<file path="config.mk">
export PLATFORM = sky130hd
export DESIGN_NAME = damped_sine_sample_generator_core
export DESIGN_NICKNAME = d
export VERILOG_FILES = /design/src/dssg_pkg.sv /design/src/damped_sine_sample_generator_core.sv /design/src/dssg_cfg_regs.sv /design/src/dssg_cos_lut.sv
export SDC_FILE = /design/constraint.sdc
export NUM_CORES = 2
export LEC_CHECK = 0
export BUFFER_PORTS_ARGS = -buffer_cell sky130_fd_sc_hd__buf_2
export CAP_MARGIN = 40
export CORE_MARGIN = 8
export CORE_UTILIZATION = 30
export DETAILED_ROUTE_END_ITERATION = 10
export PLACE_DENSITY = 0.47
export SLEW_MARGIN = 30
export SYNTH_ARGS = -nofsm -noshare
export SYNTH_HDL_FRONTEND = slang
export SYNTH_HIERARCHICAL = 1
export SYNTH_SLANG_ARGS = --single-unit
</file>
<file path="constraint.sdc">
create_clock -name clk -period 9.8 [get_ports clk]
set_input_delay 0.98 -clock clk [delete_from_list [all_inputs] [get_ports clk]]
set_output_delay 0.98 -clock clk [all_outputs]
set_load 0.02 [all_outputs]
</file>
<file path="src/dssg_pkg.sv">
// Shared constants, types and the quarter-wave cosine table for the damped sine generator.
// No dependencies; every other file refers to this package by scoped names.
`timescale 1ns / 1ps

package dssg_pkg;

  localparam int PHASE_BITS      = 16;
  localparam int SAMPLE_BITS     = 16;
  localparam int COS_TABLE_DEPTH = 1024;

  localparam int ADDR_BITS = $clog2(COS_TABLE_DEPTH);
  localparam int QTR_BITS  = ADDR_BITS - 2;
  localparam int QUARTER   = COS_TABLE_DEPTH / 4;
  localparam int OUT_SHIFT = 31 - SAMPLE_BITS;

  localparam logic [15:0] ENV_ONE = 16'hFFFF;

  // Register indexes on the configuration port
  localparam logic [2:0] REG_MODE        = 3'd0;
  localparam logic [2:0] REG_AMP_ONE     = 3'd1;
  localparam logic [2:0] REG_STEP_ONE    = 3'd2;
  localparam logic [2:0] REG_START_ONE   = 3'd3;
  localparam logic [2:0] REG_AMP_TWO     = 3'd4;
  localparam logic [2:0] REG_STEP_TWO    = 3'd5;
  localparam logic [2:0] REG_START_TWO   = 3'd6;
  localparam logic [2:0] REG_DECAY       = 3'd7;

  // Operating modes; the unused code behaves as harmonic
  localparam logic [1:0] MODE_HARMONIC = 2'd0;
  localparam logic [1:0] MODE_DAMPED   = 2'd1;
  localparam logic [1:0] MODE_SUM      = 2'd2;

  typedef struct packed {
    logic [1:0]  mode;
    logic [14:0] amp_one;
    logic [15:0] phase_step_one;
    logic [15:0] phase_start_one;
    logic [14:0] amp_two;
    logic [15:0] phase_step_two;
    logic [15:0] phase_start_two;
    logic [15:0] decay_per_step;
  } cfg_t;

  typedef logic [QUARTER-1:0][14:0] qtab_t;

  // Quarter-wave cosine polynomial, x in Q16 of a quarter turn
  function automatic logic [14:0] quarter_cos(input longint x);
    longint t;
    longint p;
    longint c;
    t = (x * x) >>> 16;
    p = 60;
    p = 1367 - ((t * p) >>> 16);
    p = 16624 - ((t * p) >>> 16);
    p = 80852 - ((t * p) >>> 16);
    c = 65536 - ((t * p) >>> 16);
    if (c < 0) begin
      c = 0;
    end
    c = (c + 1) >>> 1;
    if (c > 32767) begin
      c = 32767;
    end
    return c[14:0];
  endfunction

  function automatic qtab_t build_qtab();
    qtab_t tab;
    longint x;
    for (int j = 0; j < QUARTER; j++) begin
      x = (longint'(j) * 4 * 65536) / COS_TABLE_DEPTH;
      tab[j] = quarter_cos(x);
    end
    return tab;
  endfunction

  localparam qtab_t       QTAB   = build_qtab();
  // value at exactly a quarter turn, reached when the mirrored offset is zero
  localparam logic [14:0] QC_END = quarter_cos(longint'(65536));

endpackage

</file>
<file path="src/damped_sine_sample_generator_core.sv">
// Top level of the damped sine generator: sequencer around one shared multiplier.
// Depends on dssg_pkg, dssg_cfg_regs and dssg_cos_lut.
`timescale 1ns / 1ps

// Usage
//   Input channel: in_valid / in_stall carry one request with in_restart. Each
//   accepted request yields exactly one sample on the output channel.
//   Output channel: out_valid / out_stall carry out_sample (saturated Q1.15)
//   and out_sample_index. The result sits in an output register until taken.
//   Configuration: cfg_we writes cfg_wdata to register cfg_index; write only
//   while no request is in flight.
//   Timing: a request is accepted in the idle cycle, then the shared 17x17
//   multiplier is used four times in turn (damped amplitude, first term,
//   second term, envelope update) followed by a rounding and saturation step.
//   out_valid rises as the sample leaves the rounding step, and in_stall stays
//   high until the block is idle again, so no request overlaps another.
//   If the output register is still full at the final step, the block holds
//   there until the receiver takes the earlier sample.
//   Reset (synchronous, rst_n low) clears the phases, index and pending
//   output, sets the envelope to nearly one and loads the register defaults.

module damped_sine_sample_generator_core (
  input  logic                                clk,
  input  logic                                rst_n,
  input  logic                                in_valid,
  output logic                                in_stall,
  input  logic                                in_restart,
  output logic                                out_valid,
  input  logic                                out_stall,
  output logic signed [dssg_pkg::SAMPLE_BITS-1:0] out_sample,
  output logic [15:0]                         out_sample_index,
  input  logic                                cfg_we,
  input  logic [2:0]                          cfg_index,
  input  logic [15:0]                         cfg_wdata
);

  localparam int PB = dssg_pkg::PHASE_BITS;
  localparam int SB = dssg_pkg::SAMPLE_BITS;

  localparam logic [2:0] ST_IDLE  = 3'd0;
  localparam logic [2:0] ST_LOOK  = 3'd1;
  localparam logic [2:0] ST_TERM1 = 3'd2;
  localparam logic [2:0] ST_TERM2 = 3'd3;
  localparam logic [2:0] ST_ENV   = 3'd4;
  localparam logic [2:0] ST_OUT   = 3'd5;

  localparam logic signed [32:0] RND_HALF = 33'sd1 <<< (dssg_pkg::OUT_SHIFT - 1);
  localparam logic signed [32:0] SAT_HI   = (33'sd1 <<< (SB - 1)) - 33'sd1;
  localparam logic signed [32:0] SAT_LO   = -(33'sd1 <<< (SB - 1));

  dssg_pkg::cfg_t cfg;

  logic [2:0]           state_r, state_nxt;
  logic [PB-1:0]        phase1_r, phase1_nxt;
  logic [PB-1:0]        phase2_r, phase2_nxt;
  logic [15:0]          env_r, env_nxt;
  logic [15:0]          idx_r, idx_nxt;
  logic                 out_valid_r, out_valid_nxt;
  logic signed [SB-1:0] out_sample_r, out_sample_nxt;
  logic [15:0]          out_index_r, out_index_nxt;
  logic signed [15:0]   cos1_r, cos1_nxt;
  logic signed [15:0]   cos2_r, cos2_nxt;
  logic signed [31:0]   acc_r, acc_nxt;
  logic signed [33:0]   prod_r;

  logic signed [15:0]   cos1_w, cos2_w;
  logic signed [16:0]   mul_a, mul_b;
  logic signed [33:0]   mul_p;
  logic signed [32:0]   rnd;
  logic signed [32:0]   shifted;
  logic signed [SB-1:0] sat;

  dssg_cfg_regs u_cfg (
    .clk       (clk),
    .rst_n     (rst_n),
    .cfg_we    (cfg_we),
    .cfg_index (cfg_index),
    .cfg_wdata (cfg_wdata),
    .cfg       (cfg)
  );

  dssg_cos_lut u_cos1 (.phase(phase1_r), .cos_val(cos1_w));
  dssg_cos_lut u_cos2 (.phase(phase2_r), .cos_val(cos2_w));

  // Shared multiplier operand selection
  always_comb begin
    case (state_r)
      ST_LOOK: begin
        mul_a = $signed({2'b00, cfg.amp_one});
        mul_b = $signed({1'b0, env_r});
      end
      ST_TERM1: begin
        if (cfg.mode == dssg_pkg::MODE_DAMPED) begin
          mul_a = $signed({2'b00, prod_r[30:16]});
        end else begin
          mul_a = $signed({2'b00, cfg.amp_one});
        end
        mul_b = 17'(cos1_r);
      end
      ST_TERM2: begin
        mul_a = $signed({2'b00, cfg.amp_two});
        mul_b = 17'(cos2_r);
      end
      default: begin
        mul_a = $signed({1'b0, env_r});
        mul_b = $signed({1'b0, cfg.decay_per_step});
      end
    endcase
    mul_p = mul_a * mul_b;
  end

  // Round half up, then saturate
  always_comb begin
    rnd     = 33'(acc_r) + RND_HALF;
    shifted = rnd >>> dssg_pkg::OUT_SHIFT;
    if (shifted > SAT_HI) begin
      sat = SB'(SAT_HI);
    end else if (shifted < SAT_LO) begin
      sat = SB'(SAT_LO);
    end else begin
      sat = shifted[SB-1:0];
    end
  end

  always_comb begin
    state_nxt      = state_r;
    phase1_nxt     = phase1_r;
    phase2_nxt     = phase2_r;
    env_nxt        = env_r;
    idx_nxt        = idx_r;
    out_valid_nxt  = out_valid_r;
    out_sample_nxt = out_sample_r;
    out_index_nxt  = out_index_r;
    cos1_nxt       = cos1_r;
    cos2_nxt       = cos2_r;
    acc_nxt        = acc_r;

    // drop the pending result once taken
    if (out_valid_r && !out_stall) begin
      out_valid_nxt = 1'b0;
    end

    case (state_r)
      ST_IDLE: begin
        if (in_valid) begin
          if (in_restart) begin
            phase1_nxt = PB'(cfg.phase_start_one);
            phase2_nxt = PB'(cfg.phase_start_two);
            env_nxt    = dssg_pkg::ENV_ONE;
            idx_nxt    = '0;
          end
          state_nxt = ST_LOOK;
        end
      end
      ST_LOOK: begin
        cos1_nxt  = cos1_w;
        cos2_nxt  = cos2_w;
        state_nxt = ST_TERM1;
      end
      ST_TERM1: begin
        state_nxt = ST_TERM2;
      end
      ST_TERM2: begin
        acc_nxt   = prod_r[31:0];
        state_nxt = ST_ENV;
      end
      ST_ENV: begin
        if (cfg.mode == dssg_pkg::MODE_SUM) begin
          acc_nxt = acc_r + prod_r[31:0];
        end
        state_nxt = ST_OUT;
      end
      ST_OUT: begin
        // hold until the output register is free
        if (!out_valid_r || !out_stall) begin
          out_valid_nxt  = 1'b1;
          out_sample_nxt = sat;
          out_index_nxt  = idx_r;
          env_nxt        = prod_r[31:16];
          phase1_nxt     = phase1_r + PB'(cfg.phase_step_one);
          phase2_nxt     = phase2_r + PB'(cfg.phase_step_two);
          idx_nxt        = idx_r + 16'd1;
          state_nxt      = ST_IDLE;
        end
      end
      default: begin
        state_nxt = ST_IDLE;
      end
    endcase
  end

  always_ff @(posedge clk) begin
    if (!rst_n) begin
      state_r     <= ST_IDLE;
      phase1_r    <= '0;
      phase2_r    <= '0;
      env_r       <= dssg_pkg::ENV_ONE;
      idx_r       <= '0;
      out_valid_r <= 1'b0;
    end else begin
      state_r     <= state_nxt;
      phase1_r    <= phase1_nxt;
      phase2_r    <= phase2_nxt;
      env_r       <= env_nxt;
      idx_r       <= idx_nxt;
      out_valid_r <= out_valid_nxt;
    end
  end

  always_ff @(posedge clk) begin
    out_sample_r <= out_sample_nxt;
    out_index_r  <= out_index_nxt;
    cos1_r       <= cos1_nxt;
    cos2_r       <= cos2_nxt;
    acc_r        <= acc_nxt;
    prod_r       <= mul_p;
  end

  assign in_stall         = (state_r != ST_IDLE);
  assign out_valid        = out_valid_r;
  assign out_sample       = out_sample_r;
  assign out_sample_index = out_index_r;

endmodule

</file>
<file path="src/dssg_cfg_regs.sv">
// Configuration register bank of the damped sine generator.
// Depends on dssg_pkg for register indexes and the cfg_t bundle.
`timescale 1ns / 1ps

module dssg_cfg_regs (
  input  logic              clk,
  input  logic              rst_n,
  input  logic              cfg_we,
  input  logic [2:0]        cfg_index,
  input  logic [15:0]       cfg_wdata,
  output dssg_pkg::cfg_t    cfg
);

  dssg_pkg::cfg_t cfg_r;

  always_ff @(posedge clk) begin
    if (!rst_n) begin
      cfg_r.mode            <= dssg_pkg::MODE_HARMONIC;
      cfg_r.amp_one         <= 15'd16384;
      cfg_r.phase_step_one  <= '0;
      cfg_r.phase_start_one <= '0;
      cfg_r.amp_two         <= '0;
      cfg_r.phase_step_two  <= '0;
      cfg_r.phase_start_two <= '0;
      cfg_r.decay_per_step  <= 16'hFFFF;
    end else if (cfg_we) begin
      case (cfg_index)
        dssg_pkg::REG_MODE:      cfg_r.mode            <= cfg_wdata[1:0];
        dssg_pkg::REG_AMP_ONE:   cfg_r.amp_one         <= cfg_wdata[14:0];
        dssg_pkg::REG_STEP_ONE:  cfg_r.phase_step_one  <= cfg_wdata;
        dssg_pkg::REG_START_ONE: cfg_r.phase_start_one <= cfg_wdata;
        dssg_pkg::REG_AMP_TWO:   cfg_r.amp_two         <= cfg_wdata[14:0];
        dssg_pkg::REG_STEP_TWO:  cfg_r.phase_step_two  <= cfg_wdata;
        dssg_pkg::REG_START_TWO: cfg_r.phase_start_two <= cfg_wdata;
        dssg_pkg::REG_DECAY:     cfg_r.decay_per_step  <= cfg_wdata;
        default: ;
      endcase
    end
  end

  assign cfg = cfg_r;

endmodule

</file>
<file path="src/dssg_cos_lut.sv">
// Phase to cosine lookup: quarter-wave table folded over the four quadrants.
// Depends on dssg_pkg for the table, its size and the phase width.
`timescale 1ns / 1ps

module dssg_cos_lut (
  input  logic [dssg_pkg::PHASE_BITS-1:0] phase,
  output logic signed [15:0]              cos_val
);

  logic [dssg_pkg::ADDR_BITS-1:0] idx;
  logic [1:0]                     quad;
  logic [dssg_pkg::QTR_BITS-1:0]  ofs;
  logic [dssg_pkg::QTR_BITS-1:0]  ofs_mir;
  logic [14:0]                    mag_dir;
  logic [14:0]                    mag_mir;

  always_comb begin
    idx     = phase[dssg_pkg::PHASE_BITS-1 -: dssg_pkg::ADDR_BITS];
    quad    = idx[dssg_pkg::ADDR_BITS-1 -: 2];
    ofs     = idx[dssg_pkg::QTR_BITS-1:0];
    // quarter minus offset, wrapping to zero when the offset is zero
    ofs_mir = -ofs;
    mag_dir = dssg_pkg::QTAB[ofs];
    mag_mir = (ofs == '0) ? dssg_pkg::QC_END : dssg_pkg::QTAB[ofs_mir];
    case (quad)
      2'd0:    cos_val = $signed({1'b0, mag_dir});
      2'd1:    cos_val = -$signed({1'b0, mag_mir});
      2'd2:    cos_val = -$signed({1'b0, mag_dir});
      default: cos_val = $signed({1'b0, mag_mir});
    endcase
  end

endmodule

</file>
==> summary.md <==
| Metric | Value |
|---|---|
| Hold Crit Start | `u_cfg/cfg[24]` |
| Drt drc | `0` |
| Status | `finished, final reports clean` |
| # IOs | `a little under 60` |
| Clk buf depth | `3` |
| Mapped Cells | `between 6,000 and 7,000` |
| H-tree depth | `2` |
| I/O Buffers | `a little under 60` |
| Max cap viols | `0` |
| Core area | `between 150,000 and 200,000 µm²` |
| First-pass GRT wire length | `approximately 320,000 µm` |
| Vias in the first global route | `about 46,000` |
| Post-cts gate resize count | `0` |
| Flops & latches, synth | `roughly 310` |
| Unrepaired setup endpoints after global routing | `false` |
| Cts bufs inserted | `35` |
| Area Growth Syn to Fin | `6.860%` |
| Layout Nets | `6,386` |
| Crit. End Element | `register` |
| Number of distinct library cells after synthesis | `121` |
| Initial Utilization | `0.3019` |
| Hold depth | `2` |
| Site Rows | `about 140` |
| DR WL/cell | `between 20 and 30 µm` |
| Top FF cell, synth | `dfxtp_1` |
| Fmax | `around 120 MHz` |
| Share of cells above drive strength 1 | `0.08806` |
| Post-CTS setup buffers | `0` |
| Fin. max-slew vios | `0` |
| Syn avg cell area | `approximately 7.5 µm²` |
| Via/cell ratio | `~6` |
| Max_slew headroom | `0.3111` |
| 1st-iter DRT viols | `between 6,000 and 7,000` |
| Largest net degree at the start of global routing | `~120` |
| GRT Util Overall | `0.2505` |
| Synth warn | `6` |
| R2R setup slack | `approximately 1400 ps` |
| Count of final hold-check violations | `0` |
| Final WL | `~220,000 µm` |
| Startpoint types | `register` |
| Root Driver | `clkbuf_16` |
| Die Ht | `just over 400 µm` |
| Reg clk slew, reported paths | `about 60 ps` |
| Sequential cell area | `roughly 7200 µm²` |
| Final period util | `0.8592` |
| RD Place Congestion | `about 1.0` |
| Filler cells | `~16,000` |
| Hold endpoint | `u_cfg/cfg[24]` |
| Detail Route Antenna Nets | `0` |
| Worst path required time | `roughly 10,000 ps` |
| Worst-Skew Late Latency | `570 ps` |
| Detail Placement HPWL | `between 150,000 and 200,000 µm` |
| Register area share after synthesis | `0.1554` |
| R2R depth | `25` |
| Endpoints failing setup | `0` |
| Ys async rst share | `0` |
| Critical path arrival | `8890 ps` |
| Worst min-delay path class | `reg -> reg` |
| Die area | `between 150,000 and 200,000 µm²` |
| CTS tree | `yes` |
| GR Overflow Total | `0` |
| Fin crit period | `8421 ps` |
| TritonRoute pass-1 iters | `7` |
| Worst Tran Pin Value | `between 1000 and 1500 ps` |
| Clk_skew | `26.69 ps` |
| Post-Syn Area | `around 46,000 µm²` |
| Initial antenna violation count | `6` |
| CTS sink cnt | `308` |
| Crit-path max FO | `25` |
| Count of flip-flops with a built-in enable after synthesis | `96` |
| Worst R2R Start | `state_r[1]` |
| Sum Neg Setup Slack | `0 ps` |
| CTS Hold Bufs | `0` |
| Worst r2r dst | `prod_r[31]` |
| Setup Crit Path Kind | `reg -> reg` |
| Vias | `approximately 50,000` |
| Mapped Nets | `6,628` |
| Multi-input gate area | `roughly 35,000 µm²` |
| Die width | `about 410 µm` |
## registers in the layout, summed over array words and instances, names as in the netlist, 16 cells and up
signal / flops
u_cfg/cfg: 112
acc_r: 32
prod_r: 32
cos1_r: 16
cos2_r: 16
env_r: 16
idx_r: 16
out_sample: 16
out_sample_index: 16
phase1_r: 16
phase2_r: 16
## layout make-up
type,instances,area share
repair buffers,253,0.03708
clock inverters,15,0.003575
diodes,4,0.0002043
inverters,375,0.02873
well taps,2030,0.05183
multi-input cells,4905,0.7112
flip-flops and latches,308,0.1461
clock buffers,49,0.02124
## how the worst max path moves through the flow
stage	slack (ps)	cells after the start	endpoint	start
after floorplan	2440	27	prod_r[29]	state_r[1]
after global placement	1250	27	prod_r[29]	state_r[1]
after detailed placement	1260	27	prod_r[31]	state_r[1]
after CTS	1230	27	prod_r[31]	state_r[1]
after global routing	870	27	prod_r[31]	state_r[1]
final	1380	25	prod_r[31]	state_r[1]
## metal layers
layer | up-vias | share of wire | GRT usage
li1 | 21590 | - | -
met1 | 23740 | 0.42 | 0.3481
met2 | 3016 | 0.43 | 0.3796
met3 | 624 | 0.10 | 0.05060
met4 | 4 | 0.048 | 0.09831
met5 | - | 0.00014 | 0
## cells in the final DEF (no fill, tap or decap), types with 24 or more instances in the layout
cell type / count
nor4_1: 24
o221ai_1: 33
dfxtp_1: 198
fa_1: 222
buf_4: 168
mux2_2: 29
a221oi_1: 53
o311ai_0: 47
nor2_1: 594
and3_1: 34
mux2i_1: 205
nand2b_1: 101
a21o_1: 61
a22oi_1: 62
nand2_1: 711
a31oi_1: 96
o21a_1: 33
and2_1: 49
clkbuf_16: 37
xnor2_1: 67
nand3_1: 169
edfxtp_1: 96
o31ai_1: 39
nand4_1: 30
xor2_1: 55
ha_1: 259
o22ai_1: 60
buf_2: 70
a311oi_1: 56
nor2b_1: 143
a211oi_1: 100
nor3_1: 151
o211ai_1: 85
or3_1: 38
o21ai_0: 352
inv_1: 359
or2_2: 46
o2111ai_1: 24
a21oi_1: 416
## cell usage after synthesis (56+ instances only)
master | n | area (µm²)
dfxtp_1 | 212 | 4244
a21o_1 | 62 | 465.5
buf_4 | 59 | 442.9
clkbuf_1 | 240 | 900.9
buf_2 | 164 | 820.8
a211oi_1 | 100 | 750.7
mux2i_1 | 205 | 2052
inv_1 | 360 | 1351
nor2_1 | 595 | 2233
nand2b_1 | 101 | 631.9
fa_1 | 222 | 4444
nand2_1 | 712 | 2673
o211ai_1 | 85 | 638.1
a311oi_1 | 56 | 490.5
nor3_1 | 151 | 755.7
o21ai_0 | 354 | 1772
ha_1 | 261 | 3266
edfxtp_1 | 96 | 2883
a21oi_1 | 418 | 2092
a22oi_1 | 62 | 465.5
a31oi_1 | 96 | 600.6
nor2b_1 | 148 | 925.9
nand3_1 | 169 | 845.8
xnor2_1 | 74 | 648.1
o22ai_1 | 62 | 387.9
## through the flow
step | utilization | area [µm²] | hold slack, ps | setup WS [ps] | instances
after floorplan | - | 45860 | 428.0 | 2443 | 6120
after detailed placement | 0.3143 | 47740 | 451.7 | 1258 | 7865
after global placement | 0.3130 | 47540 | 442.3 | 1253 | 7841
final | 0.3226 | 49000 | 458.0 | 1379 | 7939
after CTS | 0.3223 | 48960 | 462.1 | 1232 | 7929
after global routing | 0.3225 | 48990 | 479.2 | 871.7 | 7936
## critical path, cell delays in order, from the launching register on
cell      delay [ps]
dfxtp_2          750
nor2b_2          700
a22oi_1          250
o22ai_1          600
buf_2            290
nor2_1            70
fa_1             530
inv_1             60
fa_1             500
fa_1             510
inv_1             40
ha_1             310
fa_1             550
inv_1             80
fa_1             540
inv_1             40
ha_1             340
a21o_1           200
a21oi_1          300
nand2_1           90
a21oi_1          260
nor3_1           100
a31oi_1          530
nor4b_1          170
or2_2            350
o211ai_1         180
## kinds of logic (layout without fill, tap and decap cells)
logic type	Yosys count	count (layout)	share of synthesized area
mux	256	256	0.06243
compound gates	1821	1821	0.2689
other cells	0	4	0
simple gates	2209	2209	0.2288
xor+xnor	136	136	0.02761
flops	308	308	0.1554
fa+ha+maj	483	483	0.1681
buf+inv	907	692	0.08862
Power is left out: the tool's default activity adds up to more than one toggle a clock period on the data nets, which glitch-free logic cannot reach.
